<file path="config.mk">
export PLATFORM = sky130hd
export DESIGN_NAME = scfl_ctrl
export DESIGN_NICKNAME = d
export VERILOG_FILES = /design/src/sv/scfl_pkg.sv /design/src/sv/scfl_ctrl.sv
export SDC_FILE = /design/constraint.sdc
export NUM_CORES = 1
export LEC_CHECK = 0
export ABC_AREA = 1
export BUFFER_PORTS_ARGS = -buffer_cell sky130_fd_sc_hd__buf_2
export CORE_MARGIN = 3
export CORE_UTILIZATION = 50
export DETAILED_ROUTE_END_ITERATION = 7
export PLACE_DENSITY_LB_ADDON = 0.25
export SLEW_MARGIN = 20
export SYNTH_ARGS = -nofsm -noshare
export SYNTH_HDL_FRONTEND = slang
export SYNTH_SLANG_ARGS = --single-unit
</file>
<file path="constraint.sdc">
create_clock -name clk -period 2.8 [get_ports clk]
set_clock_uncertainty 0.05 [all_clocks]
set_input_delay 0.28 -clock clk [delete_from_list [all_inputs] [get_ports clk]]
set_output_delay 0.28 -clock clk [all_outputs]
set_load 0.02 [all_outputs]
</file>
<file path="src/sv/scfl_pkg.sv">
// Shared types, constants and helper functions of the size-class free-list allocator.
package scfl_pkg;

  localparam int ARENA_BYTES = 1048576;
  localparam int CLASS_COUNT = 32;
  localparam int BLOCK_ALIGN = 64;
  localparam int MIN_CLASS   = 6;
  localparam int BUMP_BASE   = 448;

  localparam int ARENA_WORDS = ARENA_BYTES / 8;
  localparam int WADDR_W     = $clog2(ARENA_WORDS);
  localparam int WORD_W      = 64;
  localparam int CLS_W       = $clog2(CLASS_COUNT);
  localparam int BLK_SH      = $clog2(BLOCK_ALIGN);
  localparam int CNT_W       = 6;

  localparam int SIZE_W  = 31;
  localparam int ALIGN_W = 8;
  localparam int ADDR_W  = 21;
  localparam int CAP_W   = 21;
  localparam int HEAD_W  = 20;
  localparam int PAY_W   = 20;
  localparam int ST_W    = 3;

  localparam logic [31:0]      HDR_MAGIC = 32'hA7E4A7E4;
  localparam logic [CAP_W-1:0] CAP_RESET = 21'd1048576;

  localparam logic CMD_ALLOC = 1'b0;
  localparam logic CMD_FREE  = 1'b1;

  localparam logic [ST_W-1:0] ST_OK        = 3'd0;
  localparam logic [ST_W-1:0] ST_BAD_ALIGN = 3'd1;
  localparam logic [ST_W-1:0] ST_TOO_LARGE = 3'd2;
  localparam logic [ST_W-1:0] ST_EXHAUSTED = 3'd3;
  localparam logic [ST_W-1:0] ST_FOREIGN   = 3'd4;
  localparam logic [ST_W-1:0] ST_CORRUPT   = 3'd5;

  localparam int OP_W = 4;
  localparam logic [OP_W-1:0] OP_NONE      = 4'd0;
  localparam logic [OP_W-1:0] OP_CLEAR     = 4'd1;
  localparam logic [OP_W-1:0] OP_CAPTURE   = 4'd2;
  localparam logic [OP_W-1:0] OP_POP_RD    = 4'd3;
  localparam logic [OP_W-1:0] OP_POP_UPD   = 4'd4;
  localparam logic [OP_W-1:0] OP_BUMP      = 4'd5;
  localparam logic [OP_W-1:0] OP_WR_HDR0   = 4'd6;
  localparam logic [OP_W-1:0] OP_WR_HDR1   = 4'd7;
  localparam logic [OP_W-1:0] OP_RD_W1     = 4'd8;
  localparam logic [OP_W-1:0] OP_RD_W0     = 4'd9;
  localparam logic [OP_W-1:0] OP_LATCH_HDR = 4'd10;
  localparam logic [OP_W-1:0] OP_FWR1      = 4'd11;
  localparam logic [OP_W-1:0] OP_FWR0      = 4'd12;

  typedef struct packed {
    logic               command;
    logic [SIZE_W-1:0]  request_size;
    logic [ALIGN_W-1:0] request_alignment;
    logic [ADDR_W-1:0]  release_address;
  } scfl_req_t;

  typedef struct packed {
    logic [ST_W-1:0]  status;
    logic [PAY_W-1:0] payload_address;
    logic [CAP_W-1:0] live_bytes;
    logic [CAP_W-1:0] used_bytes;
  } scfl_rsp_t;

  typedef struct packed {
    logic [OP_W-1:0] op;
    logic            out_load;
    logic [ST_W-1:0] status;
    logic            give_addr;
  } scfl_cmd_t;

  typedef struct packed {
    logic clr_last;
    logic is_free;
    logic align_bad;
    logic too_large;
    logic head_nz;
    logic bump_fits;
    logic addr_null;
    logic addr_bad;
    logic magic_ok;
    logic hdr_ok;
    logic out_free;
  } scfl_stat_t;

  function automatic logic [CNT_W-1:0] bit_len(input logic [31:0] v);
    logic [CNT_W-1:0] n;
    n = '0;
    for (int i = 0; i < 32; i++) begin
      if (v[i]) n = CNT_W'(i + 1);
    end
    return n;
  endfunction

  function automatic logic [WADDR_W-1:0] word_index(input logic [ADDR_W-1:0] b);
    return b[WADDR_W+2:3];
  endfunction

endpackage

</file>
<file path="src/sv/scfl_ctrl.sv">
// Controller state machine that sequences the arena clear and each allocate or free request.
module scfl_ctrl import scfl_pkg::*; (
  input  logic       clk,
  input  logic       rst_n,
  input  logic       in_valid,
  output logic       in_stall,
  input  scfl_stat_t stat,
  output scfl_cmd_t  cmd
);

  localparam logic [3:0] S_CLEAR = 4'd0;
  localparam logic [3:0] S_IDLE  = 4'd1;
  localparam logic [3:0] S_PLAN  = 4'd2;
  localparam logic [3:0] S_POP   = 4'd3;
  localparam logic [3:0] S_WR0   = 4'd4;
  localparam logic [3:0] S_WR1   = 4'd5;
  localparam logic [3:0] S_FRD1  = 4'd6;
  localparam logic [3:0] S_FRD0  = 4'd7;
  localparam logic [3:0] S_FWR1  = 4'd8;
  localparam logic [3:0] S_FWR0  = 4'd9;
  localparam logic [3:0] S_FIN   = 4'd10;

  logic [3:0]      state_r;
  logic [3:0]      state_nxt;
  logic [ST_W-1:0] status_r;
  logic [ST_W-1:0] status_nxt;
  logic            give_r;
  logic            give_nxt;

  assign in_stall = (state_r != S_IDLE);

  always_comb begin
    state_nxt     = state_r;
    status_nxt    = status_r;
    give_nxt      = give_r;
    cmd.op        = OP_NONE;
    cmd.out_load  = 1'b0;
    cmd.status    = status_r;
    cmd.give_addr = give_r;
    case (state_r)
      S_CLEAR: begin
        cmd.op = OP_CLEAR;
        if (stat.clr_last) state_nxt = S_IDLE;
      end
      S_IDLE: begin
        if (in_valid) begin
          cmd.op    = OP_CAPTURE;
          state_nxt = S_PLAN;
        end
      end
      S_PLAN: begin
        give_nxt = 1'b0;
        if (!stat.is_free) begin
          if (stat.align_bad) begin
            status_nxt = ST_BAD_ALIGN;
            state_nxt  = S_FIN;
          end else if (stat.too_large) begin
            status_nxt = ST_TOO_LARGE;
            state_nxt  = S_FIN;
          end else if (stat.head_nz) begin
            cmd.op    = OP_POP_RD;
            state_nxt = S_POP;
          end else if (stat.bump_fits) begin
            cmd.op    = OP_BUMP;
            state_nxt = S_WR0;
          end else begin
            status_nxt = ST_EXHAUSTED;
            state_nxt  = S_FIN;
          end
        end else if (stat.addr_null) begin
          status_nxt = ST_OK;
          state_nxt  = S_FIN;
        end else if (stat.addr_bad) begin
          status_nxt = ST_FOREIGN;
          state_nxt  = S_FIN;
        end else begin
          cmd.op    = OP_RD_W1;
          state_nxt = S_FRD1;
        end
      end
      S_POP: begin
        cmd.op    = OP_POP_UPD;
        state_nxt = S_WR0;
      end
      S_WR0: begin
        cmd.op    = OP_WR_HDR0;
        state_nxt = S_WR1;
      end
      S_WR1: begin
        cmd.op     = OP_WR_HDR1;
        status_nxt = ST_OK;
        give_nxt   = 1'b1;
        state_nxt  = S_FIN;
      end
      S_FRD1: begin
        if (stat.magic_ok) begin
          cmd.op    = OP_RD_W0;
          state_nxt = S_FRD0;
        end else begin
          status_nxt = ST_CORRUPT;
          state_nxt  = S_FIN;
        end
      end
      S_FRD0: begin
        cmd.op = OP_LATCH_HDR;
        if (stat.hdr_ok) begin
          state_nxt = S_FWR1;
        end else begin
          status_nxt = ST_CORRUPT;
          state_nxt  = S_FIN;
        end
      end
      S_FWR1: begin
        cmd.op    = OP_FWR1;
        state_nxt = S_FWR0;
      end
      S_FWR0: begin
        cmd.op     = OP_FWR0;
        status_nxt = ST_OK;
        state_nxt  = S_FIN;
      end
      S_FIN: begin
        if (stat.out_free) begin
          cmd.out_load = 1'b1;
          state_nxt    = S_IDLE;
        end
      end
      default: begin
        state_nxt = S_IDLE;
      end
    endcase
  end

  always_ff @(posedge clk) begin
    if (!rst_n) begin
      state_r  <= S_CLEAR;
      status_r <= ST_OK;
      give_r   <= 1'b0;
    end else begin
      state_r  <= state_nxt;
      status_r <= status_nxt;
      give_r   <= give_nxt;
    end
  end

endmodule
</file>
Word-level counts from Yosys, hierarchy flattened
Index checks and enable logic that the tools add are counted.
{"block": "word_totals", "in_bits": 14, "regBits": 8, "elab_cells": 64}
{"block": "op_classes", "n_eq_ne": 19, "mux": 36, "n_reduce_logical": 6}
{"cell": "4-bit case mux with 10 select lines", "count": 2}
{"cell": "4-bit two-way mux", "count": 15}
{"cell": "3-bit two-way mux", "count": 13}
{"cell": "4-bit by 3-bit equality test with 1-bit output, second input constant", "count": 4}
{"cell": "4-bit equality test, second input constant", "count": 3}
{"cell": "3-bit case mux with 4 select lines", "count": 1}
{"cell": "2-bit != test, second input constant", "count": 5}
{"cell": "5-bit != test, second input constant", "count": 2}
{"cell": "4-bit by 2-bit equality test with 1-bit output, second input constant", "count": 2}
{"cell": "6-bit AND reduction", "count": 1}
{"cell": "4-bit by 1-bit equality test with 1-bit output, second input constant", "count": 1}
{"cell": "4-bit logical NOT", "count": 1}
{"cell": "2-bit two-way mux", "count": 2}
{"cell": "4-bit by 1-bit != test with 1-bit output, second input constant", "count": 1}
{"cell": "4-bit != test, second input constant", "count": 1}
{"cell": "4-bit nonzero test", "count": 1}
{"cell": "3-bit AND reduction", "count": 1}
{"cell": "1-bit two-way mux", "count": 2}
{"cell": "1-bit case mux with 2 select lines", "count": 1}
{"cell": "2-bit nonzero test", "count": 1}
{"cell": "2-bit OR reduction", "count": 1}

Logic depth before layout (Yosys ltp)
{"block": "depth", "word_depth": 6, "ltp_mapped": 10}

Least setup slack after synthesis
Ideal clock, no wire load.
{"block": "synth_timing", "kind": "reg2out", "startpoint": "reg state_r[1]", "endpoint": "out cmd[4] (netlist name)", "setup_slack_ns": 1.276, "required_time_ns": 2.470, "arrival_time_ns": 1.194, "path_stages_with_launch": 3, "cell_sequence": "dfxtp_1 nand2_1 nor4_1"}
{"element": "start, declared", "line": "scfl_ctrl.sv:23", "source": "logic [3:0] state_r;"}
{"element": "start signal, assigned", "line": "scfl_ctrl.sv:140", "source": "state_r <= state_nxt;"}
{"element": "end, declared", "line": "scfl_ctrl.sv:8", "source": "output scfl_cmd_t cmd"}

==> impl_results.md <==
* Status: finished clean
* Vias per cell at 5.41
* Worst hold path type: in -> reg
* Setup CP Type: reg -> out
* Core Footprint at between 1000 and 1500 sq um
* Min-Delay Endpoint: state_r[3]
* Clk_lat worst skew at 0.25 ns
* Worst-Margin Slew at 0.333 ns
* Core Util, Final at between 60% and 70%
* CP required at between 2 and 2.5 ns
* RSZ-0062 raised after global routing: no
* Die Footprint at slightly below 2000 sq um
* R2r endpoint: status_r[1]
* Worst VDD drop at 0.485 mV
* Hold buffers post-CTS at 0
* Die width at 44.6 microns
* Global-route wire length before repair at 3390 microns
* Relative slew margins at 77.8%
* Mapped Area at 744 sq um
* Diodes inserted at 0
* Rows at 13
* Final Hold Viols at 0
* Drt wl/cell at 11.8 microns
* Number of port buffers at 23
* DRT iter0 DRCs at 58
* Dpl ws at 1.16 ns
* Most frequent cells in the layout: nand2_1, buf_2, nor2_1
* Fin worst setup slack at about 0.86 ns
* Via Count at 914
* Vias in the first global route at 827
* CTS Root Cell: clkbuf_4
* F_max at 514 MHz
* Pwr dens at between 900 and 1000 nW/um^2
* Setup TNS at 0 ns
* Gates resized, CTS repair at 0
* CTS sink cnt at 8
* Register area at roughly 160 sq um
* Worst-path clk slew at 0.05 ns
* H-tree Lvls at 1
* Ranking of synthesized cells by area: dfxtp_1, nand2_1, nor2_1, nand3_1, inv_1
* Leak pwr at 0.486 nW
* Post-detail-place hpwl at 1600 microns
* Largest net degree at the start of global routing at 8
* Share of layout cells above drive strength 1 at 29.9%
* Routability-driven placement congestion ratio at slightly below 1
* Hold path cells at 3
* Remaining antenna violation count at 0
* Fillers at 133
* R2R Path Start: state_r[3]
* YS warnings at 0
* Final net count at 170
* Area Growth Syn to Fin at 20.0%
* R2R cell count at 9
* Clock Path Buffers at 2
* Peak fanout along the critical path at 6
* Buffer count from post-CTS setup fixing at 0
* Period utilization at 69.4%
* Number of synthesized flops with an enable pin at 0
* Residual DRC at 0
* Final min period at 1.94 ns
* Yosys cell types at 21
* CP Capture Type: primary output
* CP Launch Type: flip-flop
* Post-synthesis sequential area ratio at 21.5%
* Initial antenna violation count at 0
* Max-Cap Viols at 0
* Min-delay src: rst_n
* Cell taking the most area after synthesis: dfxtp_1
* Final count of negative-setup-slack endpoints at 0
* # IOs at 24
* Post-synth top flop: dfxtp_1
* Die H at ~45 microns
* GRT Util Overall at 22.7%
* Post-synthesis net count at 143
* Arr. time, crit path at approximately 1.6 ns
* Mean Syn Cell Area at 5.77 sq um
* Async set-reset flop share out of synthesis at 0%
* Total CTS buffers at 3
* Area occupied by multi-input gates at 493 sq um
* GR Overflow Total at 0
* CTS tree: yes
* Cell count after synthesis at between 100 and 150
* Final wirelength at approximately 2000 microns
* R2r setup slk at approximately 1.3 ns
* Starting Density at about 55%
* Router iterations before antenna repair at 4
* #FFs+latches synth at 8
* Most common cell after layout, fill and taps aside: nand2_1
* Max-slew violation count at 0
* Share of the synthesized area in the top cell type at between 20% and 30%
[critical path: stages, from the launching register on]
cell and delay (ns):
dfxtp_1 0.44, inv_2 0.07, nor2_4 0.11, nand2_1 0.16, o21ai_1 0.23, inv_1 0.09, nand3_1 0.09, buf_2 0.16
[metal layers]
layer	up-vias	global-route usage [%]	share of wire (%)
li1	462	-	-
met1	395	27.3	41
met2	51	38.1	45
met3	6	9.35	12
met4	0	3.61	1.8
met5	-	0	0
[final cells by class]
class	instances	share of cell area, %
clock buffer	3	2.52
multi-input combinational	98	55.2
sequential	8	17.9
inverter	22	9.38
tap	15	2.10
timing repair buffer	23	12.9
[cells in the mapped netlist (2+ instances only)]
library cell and number:
inv_2 6, nor2_2 5, nor2_4 4, nand2_1 29
a21oi_1 6, nor3_1 2, inv_1 15, o21ai_0 2
o21ai_1 2, nand3_1 15, dfxtp_1 8, nand2_2 2
nand4_1 4, nor2_1 22
[how the worst max path moves through the flow]
| stage | startpoint | endpoint | slack [ns] | cells past startpoint |
|---|---|---|---|---|
| after CTS | state_r[2] | cmd[6] | 0.88 | 7 |
| final | state_r[2] | cmd[6] | 0.86 | 7 |
| after detailed placement | state_r[2] | cmd[6] | 1.16 | 7 |
| after global routing | state_r[2] | cmd[6] | 0.73 | 7 |
| after global placement | state_r[1] | cmd[6] | 1.17 | 7 |
| after floorplan | state_r[1] | cmd[4] | 1.28 | 2 |
[where the power goes]
| part | switching, W | internal (W) |
|---|---|---|
| sequential | 0.0000486 | 0.000154 |
| clock | 0.0000382 | 0.0000490 |
| combinational | 0.000359 | 0.000178 |
| total | 0.000446 | 0.000381 |
[flip-flops by register name, indices dropped and copies added (netlist names)]
register,cells
status_r,3
give_r,1
state_r,4
[metrics by stage]
step | total power, W | hold WS [ns] | instances | instance area [sq um]
finish | 0.000827 | 0.251 | 169 | 893
global route | 0.000900 | 0.260 | 169 | 893
CTS | 0.000821 | 0.240 | 169 | 893
detailed placement | 0.000731 | 0.409 | 166 | 871
global placement | 0.000726 | 0.401 | 166 | 871
floorplan | 0.000591 | 0.328 | 129 | 744
[logic make-up (layout without fill, tap and decap cells)]
group           after synthesis  in the layout  synth area share, %
simple gates                 87             87                 58.7
buf+inv                      23             48                 12.3
compound gates               11             11                 7.56
flops                         8              8                 21.5
(Power assumes the default switching activity.)
